`src/sv/eav_pkg.sv`:
```
`timescale 1ns / 1ps

package eav_pkg;

  // Default number of fraction bits in angle and velocity
  localparam int unsigned FRAC_BITS_DEF = 16;

  // Field and register widths
  localparam int unsigned CPR_W   = 31;
  localparam int unsigned COUNT_W = 32;
  localparam int unsigned TIME_W  = 64;
  localparam int unsigned IN_W    = COUNT_W + TIME_W;
  localparam int unsigned OUT_W   = 3 * COUNT_W;

  // Register reset values
  localparam logic [CPR_W-1:0] CPR_RESET = 31'd4096;

  // 2*pi in Q4.28, and microseconds per second
  localparam logic [31:0] TWO_PI_Q28   = 32'd1686629713;
  localparam logic [31:0] USEC_PER_SEC = 32'd1000000;

  // Shared divider: operand width and step counter width
  localparam int unsigned DIV_W     = 64;
  localparam int unsigned DIV_CNT_W = $clog2(DIV_W + 1);

  // Velocity numerator width: 64-bit quotient times 1e6 plus dt/2 fits in 85 bits
  localparam int unsigned NUM_W = 96;

  // Configuration register index
  typedef enum logic {
    REG_CPR    = 1'b0,
    REG_INVERT = 1'b1
  } cfg_reg_t;

  // Multiplier operand select
  typedef enum logic [2:0] {
    MUL_ANGLE = 3'b001,
    MUL_VLO   = 3'b010,
    MUL_VHI   = 3'b100
  } mul_sel_t;

  // Controller to datapath commands
  typedef struct packed {
    logic     capture;
    logic     rezero;
    logic     prep;
    logic     mul_en;
    mul_sel_t mul_sel;
    logic     div1_start;
    logic     dmag_take;
    logic     acc_upd;
    logic     vel_zero;
    logic     n_add_lo;
    logic     n_add_hi;
    logic     vel_sat;
    logic     div2_start;
    logic     vel_take;
    logic     out_load;
  } eav_cmd_t;

  // Datapath to controller status
  typedef struct packed {
    logic primed;
    logic dt_zero;
    logic vsat;
    logic div_done;
  } eav_stat_t;

endpackage

```
`src/sv/eav_div.sv`:
```
`timescale 1ns / 1ps

// Restoring divider, one quotient bit per cycle. Quotient bits shift into the
// low end of the dividend register as dividend bits leave the top.
module eav_div import eav_pkg::*; (
  input  logic                 clk,
  input  logic                 rst_n,
  input  logic                 start,
  input  logic [DIV_CNT_W-1:0] steps,
  input  logic [DIV_W-1:0]     rem_init,
  input  logic [DIV_W-1:0]     dvd_init,
  input  logic [DIV_W-1:0]     dsr,
  output logic                 done,
  output logic [DIV_W-1:0]     quot
);

  logic [DIV_W-1:0]     rem_r;
  logic [DIV_W-1:0]     dvd_r;
  logic [DIV_W-1:0]     dsr_r;
  logic [DIV_CNT_W-1:0] cnt_r;
  logic                 busy_r;
  logic                 done_r;

  logic [DIV_W:0] shifted;
  logic [DIV_W:0] diff;
  logic           qbit;

  // One trial subtract per cycle
  assign shifted = {rem_r, dvd_r[DIV_W-1]};
  assign diff    = shifted - {1'b0, dsr_r};
  assign qbit    = (shifted >= {1'b0, dsr_r});

  // Step control
  always_ff @(posedge clk) begin
    if (!rst_n) begin
      busy_r <= 1'b0;
      done_r <= 1'b0;
      cnt_r  <= '0;
    end else begin
      done_r <= 1'b0;
      if (start) begin
        busy_r <= 1'b1;
        cnt_r  <= steps;
      end else if (busy_r) begin
        cnt_r <= cnt_r - 1'b1;
        if (cnt_r == DIV_CNT_W'(1)) begin
          busy_r <= 1'b0;
          done_r <= 1'b1;
        end
      end
    end
  end

  // Remainder and dividend/quotient shift
  always_ff @(posedge clk) begin
    if (start) begin
      rem_r <= rem_init;
      dvd_r <= dvd_init;
      dsr_r <= dsr;
    end else if (busy_r) begin
      rem_r <= qbit ? diff[DIV_W-1:0] : shifted[DIV_W-1:0];
      dvd_r <= {dvd_r[DIV_W-2:0], qbit};
    end
  end

  assign done = done_r;
  assign quot = dvd_r;

endmodule

```
`src/sv/eav_dp.sv`:
```
`timescale 1ns / 1ps

module eav_dp import eav_pkg::*; #(
  parameter int unsigned FRAC_BITS = FRAC_BITS_DEF
) (
  input  logic               clk,
  input  logic               rst_n,
  input  logic               cfg_we,
  input  logic               cfg_addr,
  input  logic [CPR_W-1:0]   cfg_wdata,
  input  logic [IN_W-1:0]    in_data,
  input  eav_cmd_t           cmd,
  output eav_stat_t          stat,
  output logic [OUT_W-1:0]   out_data
);

  localparam int unsigned DEN_SH = 28 - FRAC_BITS;
  localparam logic signed [65:0] POS_MAX = 66'sh0_7FFF_FFFF;
  localparam logic signed [65:0] POS_MIN = -66'sh0_8000_0000;

  // Config registers
  logic [CPR_W-1:0]   cpr_r;
  logic               invert_r;

  // Tracking state
  logic [COUNT_W-1:0] prev_count_r;
  logic [TIME_W-1:0]  prev_time_r;
  logic [31:0]        acc_r;
  logic               primed_r;

  // Per-item working registers
  logic [COUNT_W-1:0] cnt_r;
  logic [TIME_W-1:0]  now_r;
  logic [TIME_W-1:0]  dt_r;
  logic [31:0]        mag_r;
  logic               neg_r;
  logic [63:0]        prod_r;
  logic [DIV_W-1:0]   dmag_r;
  logic [NUM_W-1:0]   n_r;
  logic [31:0]        vel_r;

  // Output register payload
  logic [COUNT_W-1:0] out_cnt_r;
  logic [31:0]        out_pos_r;
  logic [31:0]        out_vel_r;

  logic [COUNT_W-1:0] raw;
  logic [COUNT_W-1:0] dc;
  logic [CPR_W-1:0]   cpr_eff;
  logic [63:0]        den;
  logic [31:0]        mul_a;
  logic [31:0]        mul_b;
  logic [63:0]        mul_p;
  logic signed [65:0] delta;
  logic signed [65:0] sum;
  logic [31:0]        acc_nxt;
  logic               div_start;
  logic [DIV_CNT_W-1:0] div_steps;
  logic [DIV_W-1:0]   div_rem;
  logic [DIV_W-1:0]   div_dvd;
  logic [DIV_W-1:0]   div_dsr;
  logic               div_done;
  logic [DIV_W-1:0]   div_quot;

  // Cap the magnitude at 2^31, apply sign, clamp positive side
  function automatic logic [31:0] vel_of(input logic [31:0] q, input logic neg);
    logic [31:0] m;
    m = (q > 32'h8000_0000) ? 32'h8000_0000 : q;
    if (neg) vel_of = 32'd0 - m;
    else if (m[31]) vel_of = 32'h7FFF_FFFF;
    else vel_of = m;
  endfunction

  // Config writes
  always_ff @(posedge clk) begin
    if (!rst_n) begin
      cpr_r    <= CPR_RESET;
      invert_r <= 1'b0;
    end else if (cfg_we) begin
      case (cfg_reg_t'(cfg_addr))
        REG_CPR:    cpr_r    <= cfg_wdata;
        REG_INVERT: invert_r <= cfg_wdata[0];
        default:    ;
      endcase
    end
  end

  // Raw count and count delta
  assign raw = in_data[COUNT_W-1:0];
  assign dc  = cnt_r - prev_count_r;

  // Angle denominator: counts per rev scaled to the output fraction
  assign cpr_eff = (cpr_r == '0) ? CPR_W'(1) : cpr_r;
  assign den     = {33'd0, cpr_eff} << DEN_SH;

  // Shared 32x32 multiplier
  always_comb begin
    case (cmd.mul_sel)
      MUL_ANGLE: mul_a = mag_r;
      MUL_VLO:   mul_a = dmag_r[31:0];
      MUL_VHI:   mul_a = dmag_r[63:32];
      default:   mul_a = '0;
    endcase
    mul_b = (cmd.mul_sel == MUL_ANGLE) ? TWO_PI_Q28 : USEC_PER_SEC;
  end
  assign mul_p = mul_a * mul_b;

  // Saturating position sum
  always_comb begin
    delta = neg_r ? -$signed({2'b00, dmag_r}) : $signed({2'b00, dmag_r});
    sum   = $signed({{34{acc_r[31]}}, acc_r}) + delta;
    if (sum > POS_MAX) acc_nxt = 32'h7FFF_FFFF;
    else if (sum < POS_MIN) acc_nxt = 32'h8000_0000;
    else acc_nxt = sum[31:0];
  end

  // Divider operands: angle division, then velocity division
  assign div_start = cmd.div1_start | cmd.div2_start;
  always_comb begin
    if (cmd.div2_start) begin
      div_steps = DIV_CNT_W'(DIV_W / 2);
      div_rem   = n_r[NUM_W-1:NUM_W-DIV_W];
      div_dvd   = {n_r[NUM_W-DIV_W-1:0], 32'd0};
      div_dsr   = dt_r;
    end else begin
      div_steps = DIV_CNT_W'(DIV_W);
      div_rem   = '0;
      div_dvd   = prod_r + (den >> 1);
      div_dsr   = den;
    end
  end

  eav_div u_div (
    .clk      (clk),
    .rst_n    (rst_n),
    .start    (div_start),
    .steps    (div_steps),
    .rem_init (div_rem),
    .dvd_init (div_dvd),
    .dsr      (div_dsr),
    .done     (div_done),
    .quot     (div_quot)
  );

  // Tracking state: baseline, position, primed flag
  always_ff @(posedge clk) begin
    if (!rst_n) begin
      prev_count_r <= '0;
      prev_time_r  <= '0;
      acc_r        <= '0;
      primed_r     <= 1'b0;
    end else begin
      if (cmd.rezero) begin
        acc_r    <= '0;
        primed_r <= 1'b0;
      end else if (cmd.prep) begin
        prev_count_r <= cnt_r;
        prev_time_r  <= now_r;
        primed_r     <= 1'b1;
        if (!primed_r) acc_r <= '0;
      end else if (cmd.acc_upd) begin
        acc_r <= acc_nxt;
      end
    end
  end

  // Working registers
  always_ff @(posedge clk) begin
    if (cmd.capture) begin
      cnt_r <= invert_r ? (COUNT_W'(0) - raw) : raw;
      now_r <= in_data[IN_W-1:COUNT_W];
    end
    if (cmd.prep) begin
      dt_r  <= now_r - prev_time_r;
      neg_r <= dc[COUNT_W-1];
      mag_r <= dc[COUNT_W-1] ? (32'd0 - dc) : dc;
    end
    if (cmd.mul_en) prod_r <= mul_p;
    if (cmd.dmag_take) dmag_r <= div_quot;
    if (cmd.acc_upd) n_r <= {33'd0, dt_r[TIME_W-1:1]};
    else if (cmd.n_add_lo) n_r <= n_r + {32'd0, prod_r};
    else if (cmd.n_add_hi) n_r <= n_r + {prod_r, 32'd0};
    if ((cmd.prep && !primed_r) || cmd.vel_zero) vel_r <= '0;
    else if (cmd.vel_sat) vel_r <= vel_of(32'h8000_0000, neg_r);
    else if (cmd.vel_take) vel_r <= vel_of(div_quot[31:0], neg_r);
  end

  // Output register
  always_ff @(posedge clk) begin
    if (cmd.out_load) begin
      out_cnt_r <= cnt_r;
      out_pos_r <= acc_r;
      out_vel_r <= vel_r;
    end
  end

  assign out_data = {out_vel_r, out_pos_r, out_cnt_r};

  assign stat.primed   = primed_r;
  assign stat.dt_zero  = (dt_r == '0);
  assign stat.vsat     = (n_r[NUM_W-1:NUM_W-DIV_W] >= dt_r);
  assign stat.div_done = div_done;

endmodule

```
`src/sv/eav_ctrl.sv`:
```
`timescale 1ns / 1ps

module eav_ctrl import eav_pkg::*; (
  input  logic      clk,
  input  logic      rst_n,
  input  logic      in_tvalid,
  input  logic      in_kind,
  output logic      in_tready,
  output logic      out_tvalid,
  input  logic      out_tready,
  input  eav_stat_t stat,
  output eav_cmd_t  cmd
);

  typedef enum logic [10:0] {
    ST_IDLE   = 11'b000_0000_0001,
    ST_PREP   = 11'b000_0000_0010,
    ST_MUL1   = 11'b000_0000_0100,
    ST_DIVLD1 = 11'b000_0000_1000,
    ST_DIV1   = 11'b000_0001_0000,
    ST_ACC    = 11'b000_0010_0000,
    ST_MULHI  = 11'b000_0100_0000,
    ST_SUMHI  = 11'b000_1000_0000,
    ST_CHK    = 11'b001_0000_0000,
    ST_DIV2   = 11'b010_0000_0000,
    ST_OUT    = 11'b100_0000_0000
  } state_t;

  state_t state_r;
  state_t state_nxt;
  logic   out_valid_r;

  assign in_tready  = (state_r == ST_IDLE);
  assign out_tvalid = out_valid_r;

  // Next state and commands
  always_comb begin
    state_nxt   = state_r;
    cmd         = '0;
    cmd.mul_sel = MUL_ANGLE;
    case (state_r)
      ST_IDLE: begin
        if (in_tvalid) begin
          cmd.capture = 1'b1;
          cmd.rezero  = in_kind;
          state_nxt   = in_kind ? ST_IDLE : ST_PREP;
        end
      end
      ST_PREP: begin
        cmd.prep  = 1'b1;
        state_nxt = stat.primed ? ST_MUL1 : ST_OUT;
      end
      ST_MUL1: begin
        cmd.mul_en  = 1'b1;
        cmd.mul_sel = MUL_ANGLE;
        state_nxt   = ST_DIVLD1;
      end
      ST_DIVLD1: begin
        cmd.div1_start = 1'b1;
        state_nxt      = ST_DIV1;
      end
      ST_DIV1: begin
        if (stat.div_done) begin
          cmd.dmag_take = 1'b1;
          state_nxt     = ST_ACC;
        end
      end
      ST_ACC: begin
        cmd.acc_upd = 1'b1;
        cmd.mul_en  = 1'b1;
        cmd.mul_sel = MUL_VLO;
        if (stat.dt_zero) begin
          cmd.vel_zero = 1'b1;
          state_nxt    = ST_OUT;
        end else begin
          state_nxt = ST_MULHI;
        end
      end
      ST_MULHI: begin
        cmd.n_add_lo = 1'b1;
        cmd.mul_en   = 1'b1;
        cmd.mul_sel  = MUL_VHI;
        state_nxt    = ST_SUMHI;
      end
      ST_SUMHI: begin
        cmd.n_add_hi = 1'b1;
        state_nxt    = ST_CHK;
      end
      ST_CHK: begin
        if (stat.vsat) begin
          cmd.vel_sat = 1'b1;
          state_nxt   = ST_OUT;
        end else begin
          cmd.div2_start = 1'b1;
          state_nxt      = ST_DIV2;
        end
      end
      ST_DIV2: begin
        if (stat.div_done) begin
          cmd.vel_take = 1'b1;
          state_nxt    = ST_OUT;
        end
      end
      ST_OUT: begin
        if (!out_valid_r || out_tready) begin
          cmd.out_load = 1'b1;
          state_nxt    = ST_IDLE;
        end
      end
      default: state_nxt = ST_IDLE;
    endcase
  end

  // State and output valid
  always_ff @(posedge clk) begin
    if (!rst_n) begin
      state_r     <= ST_IDLE;
      out_valid_r <= 1'b0;
    end else begin
      state_r <= state_nxt;
      if (cmd.out_load) out_valid_r <= 1'b1;
      else if (out_tready) out_valid_r <= 1'b0;
    end
  end

endmodule

```
`src/sv/encoder_angle_velocity.sv`:
```
`timescale 1ns / 1ps

// Channel  | Dir | Handshake          | Payload
// in_      | in  | in_tvalid/tready   | tdata: raw_count, time_us; tuser: kind
// out_     | out | out_tvalid/tready  | tdata: count, position, velocity
// cfg_     | in  | cfg_we             | cfg_addr: register index, cfg_wdata
//
// Once primed, a count sample passes these steps before the next is accepted:
// capture, prep, angle multiply, a 64-step divide, forming the velocity
// numerator, a range check and a 32-step divide on the one shared divider.
// A zero time step or a saturated velocity skips the second divide.
// The first sample after reset or rezero sets only the baseline; rezero has no output.
// Reset is synchronous, active low, and clears the position and primed flag.
// The next item is taken while a result still waits in the output register.
module encoder_angle_velocity import eav_pkg::*; #(
  parameter int unsigned FRAC_BITS = FRAC_BITS_DEF
) (
  input  logic              clk,
  input  logic              rst_n,
  input  logic              in_tvalid,
  output logic              in_tready,
  input  logic [IN_W-1:0]   in_tdata,    // raw_count[31:0], time_us[95:32]
  input  logic              in_tuser,    // kind
  output logic              out_tvalid,
  input  logic              out_tready,
  output logic [OUT_W-1:0]  out_tdata,   // count[31:0], position[63:32], velocity[95:64]
  input  logic              cfg_we,
  input  logic              cfg_addr,
  input  logic [CPR_W-1:0]  cfg_wdata
);

  eav_cmd_t  cmd;
  eav_stat_t stat;

  eav_ctrl u_ctrl (
    .clk        (clk),
    .rst_n      (rst_n),
    .in_tvalid  (in_tvalid),
    .in_kind    (in_tuser),
    .in_tready  (in_tready),
    .out_tvalid (out_tvalid),
    .out_tready (out_tready),
    .stat       (stat),
    .cmd        (cmd)
  );

  eav_dp #(
    .FRAC_BITS (FRAC_BITS)
  ) u_dp (
    .clk       (clk),
    .rst_n     (rst_n),
    .cfg_we    (cfg_we),
    .cfg_addr  (cfg_addr),
    .cfg_wdata (cfg_wdata),
    .in_data   (in_tdata),
    .cmd       (cmd),
    .stat      (stat),
    .out_data  (out_tdata)
  );

endmodule
```
`config.mk`:
```
export PLATFORM = sky130hd
export DESIGN_NAME = encoder_angle_velocity
export DESIGN_NICKNAME = d
export VERILOG_FILES = /design/src/sv/eav_pkg.sv /design/src/sv/eav_div.sv /design/src/sv/eav_dp.sv /design/src/sv/eav_ctrl.sv /design/src/sv/encoder_angle_velocity.sv
export SDC_FILE = /design/constraint.sdc
export NUM_CORES = 2
export LEC_CHECK = 0
export BUFFER_PORTS_ARGS = -buffer_cell sky130_fd_sc_hd__buf_2
export CORE_UTILIZATION = 37
export CTS_BUF_LIST = sky130_fd_sc_hd__clkbuf_8
export CTS_CLUSTER_DIAMETER = 120
export CTS_CLUSTER_SIZE = 25
export DETAILED_ROUTE_END_ITERATION = 8
export HOLD_SLACK_MARGIN = 0.1
export PLACE_DENSITY = 0.54
export SLEW_MARGIN = 20
export SYNTH_ARGS = -nofsm -noshare
export SYNTH_HDL_FRONTEND = slang
export SYNTH_SLANG_ARGS = --single-unit
```
`constraint.sdc`:
```
create_clock -name clk -period 28.5 [get_ports clk]
set_clock_uncertainty 0.15 [all_clocks]
set_input_delay 5.7 -clock clk [delete_from_list [all_inputs] [get_ports clk]]
set_output_delay 5.7 -clock clk [all_outputs]
set_load 0.02 [all_outputs]
```
==> impl_metrics.env <==
export IMPL_dr_wl_met3_mm=21.8
export IMPL_yosysSeqAreaShare_pct=31.1
export IMPL_clk_pin_slew_worst_paths_ns=0.16
export IMPL_first_global_vias=63700
export IMPL_numCtsBuffers=49
export IMPL_crit_start="u_ctrl.state_r[5]"
export IMPL_wl_per_cell_microns=25.6
export IMPL_vias=66900
export IMPL_vias_per_cell=5.70
export IMPL_synth_top_flop_cell="edfxtp_1"
export IMPL_grt_max_degree=157
export IMPL_fin_crit_sh_pct=40.9
export IMPL_start_util_pct=37.2
export IMPL_reg2reg_from="u_ctrl.state_r[5]"
export IMPL_maxCapViolCount=0
export IMPL_place_hpwl_mm=244
export IMPL_p_leak_nw=36.6
export IMPL_rsz0062_at_grt="false"
export IMPL_tritoncts="built"
export IMPL_outcome="completed"
export IMPL_dr_wl_met2_mm=131
export IMPL_die_area_sq_mm=0.220
export IMPL_netlist_area_sq_mm=0.0808
export IMPL_port_buffers=231
export IMPL_gp_congestion=1.01
export IMPL_htree_levels=2
export IMPL_num_rows=171
export IMPL_clock_latency_ns=0.90
export IMPL_drcViolationCount=0
export IMPL_postCtsSetupBuffers=0
export IMPL_synth_warnings=0
export IMPL_setup_viol=0
export IMPL_synth_top_cell_by_area="edfxtp_1"
export IMPL_final_max_slew_viol_count=0
export IMPL_hold_class="register to register"
export IMPL_antenna_found_initial=28
export IMPL_clock_path_buffers=3
export IMPL_synth_top_area_share_pct=25.0
export IMPL_arrival_ns=12.21
export IMPL_clockRootBuffer="clkbuf_8"
export IMPL_cp_required_ns=29.04
export IMPL_hold_viol=0
export IMPL_cpMostUsedCell="fa_1"
export IMPL_hold_buffers=0
export IMPL_nets=10300
export IMPL_drive_gt1_share_pct=5.66
export IMPL_core_area_sq_mm=0.217
export IMPL_maxUsedRoutingLayer="met5"
export IMPL_track_usage_pct=26.6
export IMPL_critical_path_class="register to register"
export IMPL_area_delta_synth_final_pct=6.72
export IMPL_die_height_microns=469
export IMPL_async_flop_share_pct=0
export IMPL_crit_path_max_incr_delay_ns=0.55
export IMPL_first_iter_violations=6098
export IMPL_max_slew_margin_pct=16.5
export IMPL_grt_pass1_wl_mm=435
export IMPL_stdcell_count=11700
export IMPL_avgSynthCellArea_sq_um=9.20
export IMPL_ir_drop_mv=0.127
export IMPL_dp_cells=11600
export IMPL_crit_path_end_kind="register"
export IMPL_ctsResizeCount=0
export IMPL_worst_slew_pin_slew_ns=1.25
export IMPL_fillers=21800
export IMPL_io_pins=232
export IMPL_start_kind="register"
export IMPL_synth_area_top_cells="edfxtp_1 (25%), ha_1 (13%), fa_1 (11%)"
export IMPL_synth_seq_cells=919
export IMPL_yosysUniqueCellTypes=89
export IMPL_synth_edf_count=672
export IMPL_die_w_microns=469
export IMPL_netlist_instances=8786
export IMPL_cp_max_fo=105
export IMPL_drtPass1Iterations=8
export IMPL_max_clock_freq_mhz=85.8
export IMPL_finalSetupTns_ns=0
export IMPL_power_density_mw_per_mm2=59.7
export IMPL_cts_sinks=919
export IMPL_overflow=0
export IMPL_worstHoldStart="u_dp.vel_r[22]"
export IMPL_met1_length_mm=135
export IMPL_critPathSlowestCell="fa_1"
export IMPL_fin_crit_ns=11.66
export IMPL_wl_mm=300
export IMPL_ant_nets=0
export IMPL_final_util_pct=39.7
==> flip-flops by register name, indices dropped and copies added (netlist names), 64 cells and up <==
signal            flops
u_dp.u_div.rem_r     64
u_dp.now_r           64
u_dp.prod_r          64
u_dp.u_div.dsr_r     64
u_dp.dt_r            64
u_dp.dmag_r          64
u_dp.u_div.quot      64
u_dp.n_r             96
u_dp.prev_time_r     64
==> final timing paths <==
check / endpoint / slack (ns) / cells after the start
setup / recovery: u_dp.prod_r[62] / 16.84 / 38
setup reg to reg: u_dp.prod_r[62] / 16.84 / 38
hold / removal: u_dp.vel_r[22] / 0.30 / 2
hold reg to reg: u_dp.vel_r[22] / 0.30 / 2
==> logic make-up (layout without fill, tap and decap cells) <==
family / after synthesis / count (layout) / share of synthesized area, %
AO/OA/AOI/OAI: 2330 / 2330 / 18.3
XOR/XNOR: 529 / 529 / 5.73
adder cells (fa/ha/maj): 1293 / 1293 / 24.2
buffers and inverters: 1334 / 1410 / 6.26
flip-flops: 919 / 919 / 31.1
multiplexers: 65 / 65 / 0.816
other: 2 / 34 / 0.00929
AND/OR/NAND/NOR: 2314 / 2314 / 13.6
==> through the flow <==
step	setup WS (ns)	cell area, sq um	hold WS, ns	power [W]
after floorplan	17.72	80900	0.258	0.00365
after global placement	17.06	85100	0.268	0.00447
after detailed placement	16.98	85200	0.271	0.00446
after CTS	16.90	86200	0.300	0.00519
after global routing	16.04	86300	0.317	0.00551
final	16.84	86300	0.295	0.00515
==> critical path: cells and delay by family, from the launching register on <==
kind	cells	cell delay [ns]
xor+xnor	1	0.21
compound gates	11	2.44
fa+ha+maj	9	4.06
simple gates	9	2.63
buf+inv	8	1.50
flops	1	0.41
==> routing by layer <==
| layer | track usage [%] | up-vias |
|---|---|---|
| met3 | 4.38 | 445 |
| met4 | 9.76 | 22 |
| met2 | 40.8 | 2427 |
| li1 | - | 31100 |
| met1 | 37.4 | 32900 |
| met5 | 0 | - |
==> report_power, final <==
part | switching [W] | internal [W]
clock | 0.000491 | 0.000204
combinational | 0.00169 | 0.00115
sequential | 0.0000246 | 0.00159
==> final cells by class <==
cell class / count / area, sq um / share of cell area [%]
well taps: 2854 / 3570 / 4.14
clock buffers: 50 / 688 / 0.798
multi-input cells: 6554 / 50900 / 59.0
inverters: 1004 / 3780 / 4.38
clock inverters: 40 / 378 / 0.438
diodes: 11 / 27.5 / 0.0319
flip-flops and latches: 919 / 25100 / 29.1
repair buffers: 316 / 1820 / 2.11
==> synth_stat cells (15+ instances only) <==
cell      count
a211o_1      17
a211oi_1     92
a21boi_0    142
a21o_1      289
a21oi_1     633
a221oi_1     17
a22o_1       26
a22oi_1      49
a31o_2       20
a31oi_1      74
and2_1       88
and3_1       71
and4_1       28
buf_1        22
clkbuf_1    298
dfxtp_1     247
edfxtp_1    672
fa_1        452
ha_1        841
inv_1       998
mux2i_1      58
nand2_1     923
nand2b_1     66
nand3_1     188
nand4_1     101
nand4b_1     15
nor2_1      409
nor2b_1      59
nor3_1      136
nor3b_1      17
nor4_1       73
o211ai_1     34
o21a_1       64
o21ai_0     537
o21bai_1     60
o22ai_1      43
o31ai_1      53
o41ai_1      24
or2_2        30
or3_1        50
or4_1        19
xnor2_1     352
xor2_1      177
==> placed cells by master, fill, tap and decap left out, types with 82 or more instances in the layout <==
cell and count:
nand3_1 188, and2_1 86, nand2_1 919, edfxtp_1 672, nor2_1 406, a21o_1 289, buf_2 230, a21boi_0 142
xor2_1 177, o21ai_0 537, nand4_1 101, a21oi_1 633, dfxtp_1 247, buf_4 82, ha_1 841, inv_1 1019
a211oi_1 92, nor3_1 134, fa_1 452, xnor2_1 351
Power figures use the tool's default switching activity.
